### src/hdl/sgm_pkg.sv
// Shared types and constants of the Sobel gradient magnitude block.
// No dependencies; used by sgm_sqrt and sobel_gradient_magnitude.
package sgm_pkg;

    localparam int MAX_WIDTH    = 2048;
    localparam int CHANNEL_BITS = 8;
    localparam int ADDR_W       = $clog2(MAX_WIDTH);
    localparam int GEOM_W       = 12;
    localparam int SUMSQ_W      = 21;
    localparam int ROOT_IN_W    = 2 * CHANNEL_BITS;

    // Configuration register indexes
    localparam logic [1:0] REG_ENABLE = 2'd0;
    localparam logic [1:0] REG_WIDTH  = 2'd1;
    localparam logic [1:0] REG_HEIGHT = 2'd2;

    typedef logic [4*CHANNEL_BITS-1:0] pixel_t;
    typedef logic [SUMSQ_W-1:0]        sumsq_t;
    typedef logic [CHANNEL_BITS-1:0]   chan_t;

    typedef enum logic [2:0] {
        S_IDLE,
        S_DRAIN_RD,
        S_PIX_RD,
        S_GRAD,
        S_SQRT,
        S_FIN
    } state_t;

endpackage

### src/hdl/sgm_sqrt.sv
// Three-lane iterative integer square root, one result bit per cycle.
// Saturates to 255 for inputs of 65536 and above. Depends on sgm_pkg.
module sgm_sqrt import sgm_pkg::*; (
    input  logic   aclk,
    input  logic   aresetn,
    input  logic   start,
    input  sumsq_t sumsq [3],
    output logic   done,
    output chan_t  root [3]
);

    logic [ROOT_IN_W-1:0] rem_reg  [3];
    logic [ROOT_IN_W-1:0] rem_next [3];
    logic [ROOT_IN_W-1:0] res_reg  [3];
    logic [ROOT_IN_W-1:0] res_next [3];
    logic                 sat_reg  [3];
    logic [ROOT_IN_W-1:0] bit_reg;
    logic                 busy_reg;
    logic                 done_reg;

    // One digit step per lane
    always_comb begin
        logic [ROOT_IN_W:0] trial;
        for (int k = 0; k < 3; k++) begin
            trial = {1'b0, res_reg[k]} + {1'b0, bit_reg};
            if ({1'b0, rem_reg[k]} >= trial) begin
                rem_next[k] = rem_reg[k] - trial[ROOT_IN_W-1:0];
                res_next[k] = (res_reg[k] >> 1) + bit_reg;
            end else begin
                rem_next[k] = rem_reg[k];
                res_next[k] = res_reg[k] >> 1;
            end
        end
    end

    // Control: load on start, iterate until the last digit
    always_ff @(posedge aclk) begin
        if (!aresetn) begin
            busy_reg <= 1'b0;
            done_reg <= 1'b0;
        end else begin
            done_reg <= 1'b0;
            if (start) begin
                busy_reg <= 1'b1;
            end else if (busy_reg && bit_reg == ROOT_IN_W'(1)) begin
                busy_reg <= 1'b0;
                done_reg <= 1'b1;
            end
        end
    end

    // Datapath
    always_ff @(posedge aclk) begin
        if (start) begin
            bit_reg <= ROOT_IN_W'(1) << (ROOT_IN_W - 2);
            for (int k = 0; k < 3; k++) begin
                rem_reg[k] <= sumsq[k][ROOT_IN_W-1:0];
                res_reg[k] <= '0;
                sat_reg[k] <= |sumsq[k][SUMSQ_W-1:ROOT_IN_W];
            end
        end else if (busy_reg) begin
            bit_reg <= bit_reg >> 2;
            for (int k = 0; k < 3; k++) begin
                rem_reg[k] <= rem_next[k];
                res_reg[k] <= res_next[k];
            end
        end
    end

    assign done = done_reg;
    always_comb begin
        for (int k = 0; k < 3; k++)
            root[k] = sat_reg[k] ? '1 : res_reg[k][CHANNEL_BITS-1:0];
    end

endmodule

### config.mk
export PLATFORM = sky130hd
export DESIGN_NAME = sgm_sqrt
export DESIGN_NICKNAME = d
export VERILOG_FILES = /design/src/hdl/sgm_pkg.sv /design/src/hdl/sgm_sqrt.sv
export SDC_FILE = /design/constraint.sdc
export NUM_CORES = 1
export LEC_CHECK = 0
export ABC_AREA = 1
export CAP_MARGIN = 20
export CORE_MARGIN = 2
export CORE_UTILIZATION = 50
export DETAILED_ROUTE_END_ITERATION = 10
export DONT_BUFFER_PORTS = 1
export GPL_TIMING_DRIVEN = 0
export PLACE_DENSITY = 0.63
export RECOVER_POWER = 50
export REMOVE_ABC_BUFFERS = 1
export SLEW_MARGIN = 20
export SYNTH_ARGS = -nofsm -noshare
export SYNTH_HDL_FRONTEND = slang
export SYNTH_SLANG_ARGS = --single-unit
### constraint.sdc
create_clock -name aclk -period 5.6 [get_ports aclk]
set_input_delay 0.56 -clock aclk [delete_from_list [all_inputs] [get_ports aclk]]
set_output_delay 0.56 -clock aclk [all_outputs]
set_load 0.03 [all_outputs]
# After elaboration in Yosys (flattened, before gate mapping)

Memories as Yosys holds them, arrays and structs flattened.
Index checks and enable logic that the tools add are counted.

Bits in writable memories: 99
Bits of input ports: 66
Output and inout bits: 25
Memories: 3
Flip-flop bits (word level): 10
Logic and storage cells: 55

Memories:

| memory  | depth | width | rd ports | clocked after memory_dff | write ports | RTL line       | RTL |
|---|---|---|---|---|---|---|---|
| rem_reg | 3     | 16    | 3        | 0                        | 3           | sgm_sqrt.sv:12 | `logic [ROOT_IN_W-1:0] rem_reg [3];` |
| res_reg | 3     | 16    | 3        | 0                        | 3           | sgm_sqrt.sv:14 | `logic [ROOT_IN_W-1:0] res_reg [3];` |
| sat_reg | 3     | 1     | 3        | 0                        | 3           | sgm_sqrt.sv:16 | `logic sat_reg [3];` |

Order comparisons: 3
Bitwise logic cells: 7
Reduce and logical (&&, ||, !) cells: 6
$add $sub $neg: 9
Mux-type cells: 23
Equal/unequal tests: 1

Operators with widths:

| cell               | count |
|---|---|
| $mux 16            | 12 |
| $add 16x15->17     | 3 |
| $ge 16x17->1       | 3 |
| $add 15x15->16     | 3 |
| $sub 16x16->16     | 3 |
| $mux 8             | 3 |
| $reduce_or 5->1    | 3 |
| $eq 8x1->1 const B | 1 |
| $mux 1             | 8 |
| $or 1x1->1         | 6 |
| $reduce_bool 2->1  | 1 |
| $reduce_or 2->1    | 1 |
| $logic_and 1x1->1  | 1 |
| $not 1->1          | 1 |

# Longest topological paths before layout

Gate-level depths: netlist of the first run.
An unclocked memory read counts as a cell.

Word-level depth: 5
Depth in mapped cells: 24
Gate-level depth less buffers: 24

# Least setup slack after synthesis of the first run

No wires, ideal clock.

Kind: register -> register
From: mem res_reg[0][2] (netlist bit)
To: mem rem_reg[0][0] (netlist bit), enable pin
Setup time: 372 ps
Required time: 5,228 ps
Cell stages (with the launch flop): 18
Data arrival time: 3,149 ps
Period minus slack after synthesis: 3,521 ps
Path slack: 2,079 ps
Path buffers: 1
Cells stage by stage: edfxtp_1 > ha_1 > nand2_1 > o21ai_0 > nand3_1 > nand2_1 > a31oi_1 > xor2_1 > ha_1 > nand2_1 > nor3_1 > nand4_1 > o211ai_1 > nand2_4 > nand2_4 > buf_4 > nand2_1 > nand2_1

RTL lines:

| element         | RTL line |
|---|---|
| start, declared | sgm_sqrt.sv:14 |
| end, declared   | sgm_sqrt.sv:12 |

==> results of run 1 <==
## final cells by class
class | instances | share of cell area (%)
Timing Repair Buffer | 2 | 0.438
Tap cell | 270 | 3.11
Inverter | 131 | 4.54
Multi-Input combinational cell | 1133 | 59.8
Sequential cell | 109 | 29.2
Clock inverter | 6 | 0.703
Clock buffer | 10 | 2.20
## placed cells by master, fill, tap and decap left out, types with 2 or more instances in the layout
master,count
nand2_1,405
inv_1,125
nor2_1,113
ha_1,102
nand3_1,101
edfxtp_1,99
a21oi_1,92
o21ai_0,74
xor2_1,56
xnor2_1,39
or2_0,15
o21ai_1,13
nor3_1,12
nand2_2,11
a31oi_1,11
nand4_1,11
dfxtp_1,10
clkbuf_16,9
nand2_4,8
o21bai_1,8
or2_2,8
o22ai_1,7
a21o_1,6
inv_2,5
nand3b_1,5
o21bai_2,4
nor4_1,4
o21a_1,4
a21oi_2,3
fa_1,3
inv_6,3
a22oi_1,2
o31ai_1,2
o211ai_1,2
nor3_2,2
nor2_2,2
a211oi_1,2
## how the worst max path moves through the flow
stage | cells after the start | slack, ps | from | end
2_1_floorplan | 5 | 690 | start | rem_reg[0][32]$_DFFE_PP_
5_1_grt | 22 | 170 | bit_reg[0]$_SDFFE_PP0P_ | rem_reg[0][35]$_DFFE_PP_
3_5_place_dp | 22 | 680 | bit_reg[0]$_SDFFE_PP0P_ | rem_reg[0][43]$_DFFE_PP_
6_report | 22 | 670 | bit_reg[0]$_SDFFE_PP0P_ | rem_reg[0][46]$_DFFE_PP_
4_1_cts | 22 | 670 | bit_reg[0]$_SDFFE_PP0P_ | rem_reg[0][36]$_DFFE_PP_
3_3_place_gp | 5 | -2630 | start | rem_reg[0][41]$_DFFE_PP_
## metal layers
layer / vias up / share of wire [%] / GRT usage [%]
met3: 26 / 3.4 / 3.18
met4: 0 / 1.3 / 5.87
li1: 4683 / - / -
met1: 4058 / 47 / 31.3
met5: - / 0 / 0
met2: 137 / 48 / 41.8
## through the flow
stage | std cells | cell area, sq um
global route | 1661 | 10900
finish | 1661 | 10900
detailed placement | 1645 | 10600
floorplan | 1373 | 10200
CTS | 1661 | 10900
global placement | 1643 | 10500
## logic make-up after synthesis
logic type	Yosys count	synth area share [%]
and+or+nand+nor	701	29.4
AOI/OAI and AO/OA	232	12.7
buffers and inverters	155	6.09
DFF	109	30.8
adders and majority gates	105	13.0
xor gates and xnor gates	95	8.08
## report_power, final
group	total (mW)	internal, mW	switching (mW)
Combinational	1.14	0.402	0.739
Sequential	1.09	0.996	0.0950
Clock	0.704	0.369	0.335
==> summary.md, run 1 <==
| Metric | Value |
|---|---|
| Number of synthesis warnings | 0 |
| Data arrival, critical path | 4920 ps |
| Clk pin slew, worst setup/hold paths | 80 ps |
| CP delay by family, top | simple AND/OR/NAND/NOR gates |
| Top area cells in the synthesized netlist | edfxtp_1, nand2_1, ha_1, nand3_1, xor2_1 |
| ANT nets after route | 0 |
| Failing checks | capacitance limit, slew limit |
| Congestion Overflow GR | 0 |
| Core area | 20200 sq um |
| Critical Path Max Stage Delay | 660 ps |
| Setup Viol. Count Final | 0 |
| Worst slew pin tran | 3070 ps |
| Setup TNS | 0 ps |
| Pin count of the biggest net entering global routing | 98 |
| Predominant post-synthesis flop cell | edfxtp_1 |
| Min-delay worst type | in2reg |
| Layout cells sized above 1 | 4.82% |
| Min Hold Slack | 304 ps |
| Root Driver | clkbuf_16 |
| CP Max Fanout | 16 |
| Top cell types by occurrence after synthesis | nand2_1, inv_1, nor2_1, ha_1, nand3_1 |
| Num CTS Buffers | 9 |
| Initial Util | 50.9% |
| Hold path endpoint | sat_reg[0][0]$_DFFE_PP_ |
| P&R area growth vs syn | 5.48% |
| Die W | 148 um |
| Total Power | 2.94 mW |
| Post-CTS setup buffer count | 0 |
| First-pass GRT wire length | 42000 um |
| Most common cell in the netlist | nand2_1 |
| Drt drc | 0 |
| Buffers & Inverters on Critical Path | 2 |
| Outcome | finished with violations |
| Fillers | 2019 |
| Worst r2r dst | rem_reg[0][46]$_DFFE_PP_ |
| Sequential area share after synthesis | 30.8% |
| Core Rows | 52 |
| Synth area leader | edfxtp_1 |
| Max Slew Vio Count | 155 |
| DR WL/cell | 15.5 um |
| Post-synth EDFFs | 99 |
| H-Tree Level Count | 3 |
| Final hold violations | 0 |
| Area of the multi-input gates | 6500 sq um |
| Worst vdd ir | 0.154 mV |
| DR vias | 8904 |
| CP Class | reg2reg |
| RSZ-0062 raised after global routing | no |
| FF-to-FF Start | bit_reg[0]$_SDFFE_PP0P_ |
| Worst path cell trace | ha_1 -> ha_1 -> nand2_1 -> nand2_1 -> nand2_1 -> nand2_1 -> nand2_1 -> inv_1 -> nand3_1 -> o21ai_0 -> xnor2_1 -> ha_1 -> nand2_1 -> nor2_1 -> nand4_1 -> nand3_1 -> nand2_1 -> nand2_1 -> nand2_2 -> nor2_4 -> inv_1 -> nand2_1 |
| Hold depth | 0 |
| Yosys top cell area share | 28.9% |
| Register Area | 3170 sq um |
| Initial DRC Count | 454 |
| CTS tree | done |
| Pre-CTS setup slack | 677 ps |
| Max_cap viols | 2 |
| Initial antenna violation count | 0 |
| Fraction of registers with async set or reset after synthesis | 0% |
| HP Start | start |
| WP data required | 5600 ps |
| PortBufs | 0 |
| R2r setup slk | 670 ps |
| Drt total wl | 25700 um |
| CTS Sinks | 109 |
| Min setup slack post-route | 672 ps |
| Clock Latency Late Sink | 360 ps |
| Worst-case reg-to-reg path depth | 22 |
| Distinct cells, synth | 48 |
| Die Height | 148 um |
| GRT Overall Usage | 23.9% |
| Critical Path Slowest Stage Cell | dfxtp_1 |
| Vias per cell | 5.36 |
| Clk buf depth | 2 |
| Mapped Area | 10300 sq um |
| Diode count | 0 |
| FMAX | 0.203 GHz |
| GPL Wtd Cong | 0.913 |
| Tmin final | 4930 ps |
| Worst Setup End Kind | flop |
| Critical Path Start Type | flop |
| Core Util, Final | 53.7% |
| Post-CTS resize count | 0 |
| I/O pin total | 91 |
| # nets final | 1557 |
| CP most frequent cell | nand2_1 |
| Mean Syn Cell Area | 7.37 sq um |
| Hold Buf Count CTS | 0 |
| Cell count after synthesis | 1397 |
| Pwr dens | 270 nW/um^2 |
| Clock skew | 10.8 ps |
| Leakage | 4.89 nW |
| HPWL Detailed | 19500 um |
| Total die area | 21800 sq um |
| Slew HR | -105% |
| Flops & latches, synth | 109 |
| Final worst-path cycle share | 88.0% |
| Drt pass-1 iters | 7 |
| Vias in the first global route | 8603 |
(Power assumes the default switching activity.)
==> run 2, diff against run 1 <==
--- a/config.mk
+++ b/config.mk
@@ -14,7 +14,6 @@
 export GPL_TIMING_DRIVEN = 0
 export PLACE_DENSITY = 0.63
 export RECOVER_POWER = 50
-export REMOVE_ABC_BUFFERS = 1
 export SLEW_MARGIN = 20
 export SYNTH_ARGS = -nofsm -noshare
 export SYNTH_HDL_FRONTEND = slang
==> constraint.sdc (replaced) <==
create_clock -name aclk -period 5.4 [get_ports aclk]
set_input_delay 0.54 -clock aclk [delete_from_list [all_inputs] [get_ports aclk]]
set_output_delay 0.54 -clock aclk [all_outputs]
set_load 0.03 [all_outputs]
==> run 2 against run 1 <==
The run still ends with capacitance limit, slew limit left; non-clock buffer count up 23; clock skew down 1.0 ps; worst setup slack better by 260 ps; critical path depth decreased by 5; maximum frequency grew 10%; power rose by 3.2%; worst hold slack worse by 23 ps; first-iteration DRC count up 18%; wire length grew 9.2%; die area unchanged; design area grew 0.45%; global-route usage up 2.1 points; highest routed layer unchanged.
==> summary.md, run 2 (same netlist as run 1, synthesis figures left out) <==
| Metric | Value |
|---|---|
| Outcome | finished with violations (unchanged) |
| Failing checks | capacitance limit, slew limit (unchanged) |
| Final hold violations | 0 (unchanged) |
| Pwr dens | 278 nW/um^2 (was 270 nW/um^2) |
| First-pass GRT wire length | 44400 um (was 42000 um) |
| Total die area | 21800 sq um (unchanged) |
| CTS tree | done (unchanged) |
| I/O pin total | 91 (unchanged) |
| CP Max Fanout | 16 (unchanged) |
| Net count after synthesis | 1568 |
| Initial antenna violation count | 0 (unchanged) |
| Worst slew pin tran | 2660 ps (was 3070 ps) |
| Clock skew | 9.76 ps (was 10.8 ps) |
| DR vias | 9201 (was 8904) |
| Drt pass-1 iters | 5 (was 7) |
| HPWL Detailed | 21600 um (was 19500 um) |
| Max Slew Vio Count | 49 (was 155) |
| # nets final | 1580 (was 1557) |
| Vias in the first global route | 8616 (was 8603) |
| Vias per cell | 5.46 (was 5.36) |
| Congestion Overflow GR | 0 (unchanged) |
| Setup Viol. Count Final | 0 (unchanged) |
| H-Tree Level Count | 3 (unchanged) |
| ANT nets after route | 0 (unchanged) |
| Initial DRC Count | 536 (was 454) |
| Tmin final | 4470 ps (was 4930 ps) |
| Data arrival, critical path | 4460 ps (was 4920 ps) |
| Core Rows | 52 (unchanged) |
| Hold Buf Count CTS | 0 (unchanged) |
| GRT Overall Usage | 25.9% (was 23.9%) |
| Clock Latency Late Sink | 360 ps (about the same) |
| Root Driver | clkbuf_16 (unchanged) |
| Design Area, Final | 10900 sq um (about the same) |
| Max_cap viols | 1 (was 2) |
| Pre-CTS setup slack | 929 ps (was 677 ps) |
| Leakage | 4.91 nW (was 4.89 nW) |
| FMAX | 0.224 GHz (was 0.203 GHz) |
| Worst Setup End Kind | flop (unchanged) |
| Cell Area, Placed | 10700 sq um (was 10600 sq um) |
| Most frequent cells in the layout | nand2_1, inv_1, nor2_1 (unchanged) |
| RSZ-0062 raised after global routing | no (unchanged) |
| Most common cell after layout, fill and taps aside | nand2_1 (unchanged) |
| Setup TNS | 0 ps (unchanged) |
| Core Util, Final | 53.9% (was 53.7%) |
| P&R area growth vs syn | 5.95% (was 5.48%) |
| Core area | 20200 sq um (unchanged) |
| CP Class | reg2reg (unchanged) |
| Min-delay worst type | in2reg (unchanged) |
| CTS Sinks | 109 (unchanged) |
| Drt drc | 0 (unchanged) |
| Post-CTS setup buffer count | 0 (unchanged) |
| Num CTS Buffers | 9 (unchanged) |
| Worst vdd ir | 0.170 mV (was 0.154 mV) |
| GPL Wtd Cong | 0.911 (was 0.913) |
| Area of the multi-input gates | 6500 sq um (unchanged) |
| Pin count of the biggest net entering global routing | 49 (was 98) |
| Slew HR | -77.4% (was -105%) |
| Clk buf depth | 2 (unchanged) |
| Initial Util | 50.9% (unchanged) |
| Drt total wl | 28100 um (was 25700 um) |
| WP data required | 5390 ps (was 5600 ps) |
| Post-CTS resize count | 0 (unchanged) |
| Clk pin slew, worst setup/hold paths | 80 ps (about the same) |
| PortBufs | 0 (unchanged) |
| Register Area | 3170 sq um (unchanged) |
| Final worst-path cycle share | 82.7% (was 88.0%) |
| Die Height | 148 um (unchanged) |
| Fillers | 2006 (was 2019) |
| Min setup slack post-route | 934 ps (was 672 ps) |
| Die W | 148 um (unchanged) |
| DR WL/cell | 16.7 um (was 15.5 um) |
| Layout cells sized above 1 | 5.23% (was 4.82%) |
| Critical Path Start Type | flop (unchanged) |
| Diode count | 0 (unchanged) |
-- run 2: worst paths after layout --
check	start	to	slack (ps)	depth (start not counted)
setup reg to reg	bit_reg[2]$_SDFFE_PP0P_	rem_reg[0][2]$_DFFE_PP_	930	17
hold reg to reg	busy_reg$_SDFFE_PN0P_	bit_reg[14]$_SDFFE_PP1P_	460	1
hold / removal	start	sat_reg[0][1]$_DFFE_PP_	280	0
setup / recovery	bit_reg[2]$_SDFFE_PP0P_	rem_reg[0][2]$_DFFE_PP_	930	17
-- run 2: through the flow --
step                cells  total power, mW  hold WS (ps)
finish               1684             3.03           281
global route         1684             3.25           265
CTS                  1684             3.05           272
detailed placement   1668             2.38           437
global placement     1667             2.37           429
floorplan            1397             2.09           422
-- run 2: power breakdown --
part	internal [mW]	switching, mW	total (mW)
sequential	1.03	0.0994	1.13
clock	0.316	0.348	0.663
combinational	0.446	0.790	1.24
-- run 2: worst max-delay path, stage by stage (launching register included) --
cell      delay (ps)
dfxtp_1          650
ha_1             280
nand2_1           70
o21ai_0          430
nand3_1          140
nand2_1          170
a31oi_1          120
xor2_1           180
ha_1             360
nand2_1          100
nor3_1           160
nand4_1          110
o211ai_1         150
nand2_4          130
nand2_4          110
buf_4            180
nand2_1           80
nand2_1          640
-- run 2: cell type report --
cell class | count | area share, %
multi-input combinational | 1133 | 59.5
sequential | 109 | 29.1
inverter | 131 | 4.52
tap | 270 | 3.10
clock buffer | 9 | 2.06
buffer | 24 | 1.23
clock inverter | 7 | 0.447
timing repair buffer | 1 | 0.0344
-- run 2: metal layers --
metal	wire length, um	vias to the layer above	track usage, %
li1	-	4727	-
met1	12800	4175	35.1
met2	12600	253	42.2
met3	1630	46	3.64
met4	999	0	9.90
met5	0	-	0
==> run 3, diff against run 2 <==
--- a/config.mk
+++ b/config.mk
@@ -12,7 +12,7 @@
 export DETAILED_ROUTE_END_ITERATION = 10
 export DONT_BUFFER_PORTS = 1
 export GPL_TIMING_DRIVEN = 0
-export PLACE_DENSITY = 0.63
+export PLACE_DENSITY = 0.66
 export RECOVER_POWER = 50
 export SLEW_MARGIN = 20
 export SYNTH_ARGS = -nofsm -noshare
==> constraint.sdc (replaced) <==
create_clock -name aclk -period 4 [get_ports aclk]
set_input_delay 0.4 -clock aclk [delete_from_list [all_inputs] [get_ports aclk]]
set_output_delay 0.4 -clock aclk [all_outputs]
set_load 0.03 [all_outputs]
==> run 3 against run 2 <==
Sequential power is 35% higher; power up 38%; maximum frequency is 19% higher; final cell count increased by 0.83%; global-route usage is 0.12 points higher; critical path depth did not move; non-clock buffer count is 12 higher; the flow still finishes with violations (capacitance limit, slew limit); clock-buffer cell count rose by 1; via count rose by 0.15%; wire length is 1.2% higher; flip-flop and latch count unchanged; design area grew 2.1%.
==> summary.md, run 3 (same netlist as run 1, synthesis figures left out) <==
| Metric | Value |
|---|---|
| P&R area growth vs syn | 8.15% (was 5.95%) |
| Most frequent cells in the layout | nand2_1, inv_1, nor2_1 (unchanged) |
| Drt pass-1 iters | 7 (was 5) |
| Critical Path Max Stage Delay | 550 ps (was 650 ps) |
| CP Class | reg2reg (unchanged) |
| Diode count | 0 (unchanged) |
| Combinational fraction of design power | 40.8% (about the same) |
| CP delay by family, top | simple AND/OR/NAND/NOR gates (unchanged) |
| Vias per cell | 5.43 (was 5.46) |
| Layout cells sized above 1 | 7.21% (was 5.23%) |
| Critical Path Slowest Stage Cell | edfxtp_1 (was dfxtp_1) |
| HPWL Detailed | 21600 um (about the same) |
| Clk pin slew, worst setup/hold paths | 80 ps (about the same) |
| Congestion Overflow GR | 0 (unchanged) |
| Failing checks | capacitance limit, slew limit (unchanged) |
| Die W | 148 um (unchanged) |
| Design Area, Final | 11100 sq um (was 10900 sq um) |
| Pin count of the biggest net entering global routing | 33 (was 49) |
| Core Rows | 52 (unchanged) |
| Clock skew | 8.20 ps (was 9.76 ps) |
| H-Tree Level Count | 3 (unchanged) |
| Total die area | 21800 sq um (unchanged) |
| Most common cell after layout, fill and taps aside | nand2_1 (unchanged) |
| Setup TNS | 0 ps (unchanged) |
| Clock Latency Late Sink | 360 ps (about the same) |
| Min-delay worst type | in2reg (unchanged) |
| Max_cap viols | 1 (unchanged) |
| CTS tree | done (unchanged) |
| ANT nets after route | 0 (unchanged) |
| Final worst-path cycle share | 93.7% (was 82.7%) |
| Total Power | 4.17 mW (was 3.03 mW) |
| Vias in the first global route | 8685 (was 8616) |
| First-pass GRT wire length | 44600 um (was 44400 um) |
| Sequential power share | 36.5% (was 37.3%) |
| DR WL/cell | 16.7 um (about the same) |
| Root Driver | clkbuf_16 (unchanged) |
| Clock Power Share | 22.7% (was 21.9%) |
| Max Slew Vio Count | 33 (was 49) |
| Core area | 20200 sq um (unchanged) |
| Net Switching | 1.67 mW (was 1.24 mW) |
| FMAX | 0.267 GHz (was 0.224 GHz) |
| Data arrival, critical path | 3810 ps (was 4460 ps) |
| Tmin final | 3750 ps (was 4470 ps) |
| Sw frac | 40.0% (was 40.8%) |
| Worst Setup End Kind | flop (unchanged) |
| GRT Overall Usage | 26.1% (was 25.9%) |
| CP Max Fanout | 10 (was 16) |
| Buffers & Inverters on Critical Path | 1 (unchanged) |
| Initial antenna violation count | 0 (unchanged) |
| I/O pin total | 91 (unchanged) |
| Worst slew pin tran | 1830 ps (was 2660 ps) |
| Final hold violations | 0 (unchanged) |
| Internal Power | 2.50 mW (was 1.79 mW) |
| Net count after synthesis | 1568 (unchanged) |
| CTS Sinks | 109 (unchanged) |
| Clk buf depth | 2 (unchanged) |
| WP data required | 4060 ps (was 5390 ps) |
| # nets final | 1594 (was 1580) |
| Die Height | 148 um (unchanged) |
| Slew HR | -21.7% (was -77.4%) |
| Initial DRC Count | 589 (was 536) |
| PortBufs | 0 (unchanged) |
| Pwr dens | 375 nW/um^2 (was 278 nW/um^2) |
| Placed insts | 1668 (unchanged) |
| Leakage | 4.99 nW (was 4.91 nW) |
| Drt drc | 0 (unchanged) |
| Final cell count without fillers | 1698 (was 1684) |
| DR vias | 9215 (was 9201) |
| Critical Path Start Type | flop (unchanged) |
| Worst path cell trace | ha_4 -> nand2_1 -> nor3_1 -> nand3_1 -> nand2_1 -> a31oi_1 -> xor2_1 -> ha_1 -> nand2_1 -> nor2_1 -> nand4_1 -> o211ai_2 -> nand3_4 -> nand2_4 -> buf_6 -> nand2_2 -> nand2_4 (was ha_1 -> nand2_1 -> o21ai_0 -> nand3_1 -> nand2_1 -> a31oi_1 -> xor2_1 -> ha_1 -> nand2_1 -> nor3_1 -> nand4_1 -> o211ai_1 -> nand2_4 -> nand2_4 -> buf_4 -> nand2_1 -> nand2_1) |
| Drt total wl | 28400 um (was 28100 um) |
| Initial Util | 50.9% (unchanged) |
| Setup Viol. Count Final | 0 (unchanged) |
| Worst vdd ir | 0.205 mV (was 0.170 mV) |
| Cell Area, Placed | 10700 sq um (about the same) |
| Num CTS Buffers | 9 (unchanged) |
| CP most frequent cell | nand2_1 (unchanged) |
| Outcome | finished with violations (unchanged) |
| GPL Wtd Cong | 0.904 (was 0.911) |
==> run 3: cell types whose count changed in the layout (fill, tap and decap cells not counted), sizes merged <==
| cell | delta |
|---|---|
| buf | +10 |
| clkbuf | +3 |
| clkinv | -3 |
| nand2 | +2 |
| bufinv | +1 |
| clkinvlp | +1 |
==> run 3: cell type report <==
class                   instances  area, sq um
repair buffers                 13         90.1
well taps                     270          338
clock buffers                  10          229
plain buffers                  24          134
flip-flops and latches        109         3190
multi-input cells            1135         6600
fillers                      1963         9100
inverters                     131          493
clock inverters                 6         70.1
==> run 3: metrics by stage <==
stage | hold slack [ps] | utilization, % | worst slack (ps)
after floorplan | 422 | - | 479
after global placement | 428 | 52.6 | -396
after detailed placement | 439 | 52.7 | -450
after CTS | 130 | 54.3 | 21.7
after global routing | 125 | 55.0 | -3.97
final | 143 | 55.0 | 253
==> run 3: power groups by stage <==
stage          Combinational (mW)  Sequential, mW  Clock, mW
6_report                     1.70            1.52      0.948
5_1_grt                      1.93            1.54       1.00
3_3_place_gp                 1.64            1.55          0
2_1_floorplan                1.33            1.49          0
4_1_cts                      1.68            1.52      0.966
3_5_place_dp                 1.66            1.55          0
==> run 3: path summary, 6_finish.rpt <==
| path | slack [ps] | cells after the start | startpoint | endpoint |
|---|---|---|---|---|
| hold / removal | 140 | 0 | start | sat_reg[0][0]$_DFFE_PP_ |
| setup / recovery | 250 | 17 | res_reg[0][24]$_SDFFCE_PN0P_ | rem_reg[0][26]$_DFFE_PP_ |
| hold reg to reg | 450 | 1 | busy_reg$_SDFFE_PN0P_ | bit_reg[14]$_SDFFE_PP1P_ |
| setup reg to reg | 250 | 17 | res_reg[0][24]$_SDFFCE_PN0P_ | rem_reg[0][26]$_DFFE_PP_ |
==> run 3: routing by layer <==
metal	global-route usage (%)	wire length (um)
met4	7.60	658
met5	0	0
met2	44.1	13200
met3	3.89	1440
met1	34.7	13100
==> run 3: repair_timing <==
item,in CTS,in global routing
hold buffers,0,0
cloned,0,2
setup endpoints to repair,48,48
resized for setup,11,16
pin swaps,0,3
buffers inserted,0,12
==> run 3: worst register-to-register path: stages, from the launching register on <==
cell      delay [ps]
edfxtp_1         550
ha_4             370
nand2_1           70
nor3_1           230
nand3_1          110
nand2_1          160
a31oi_1          120
xor2_1           180
ha_1             360
nand2_1          110
nor2_1           110
nand4_1          150
o211ai_2         130
nand3_4          160
nand2_4          140
buf_6            160
nand2_2          130
nand2_4          220
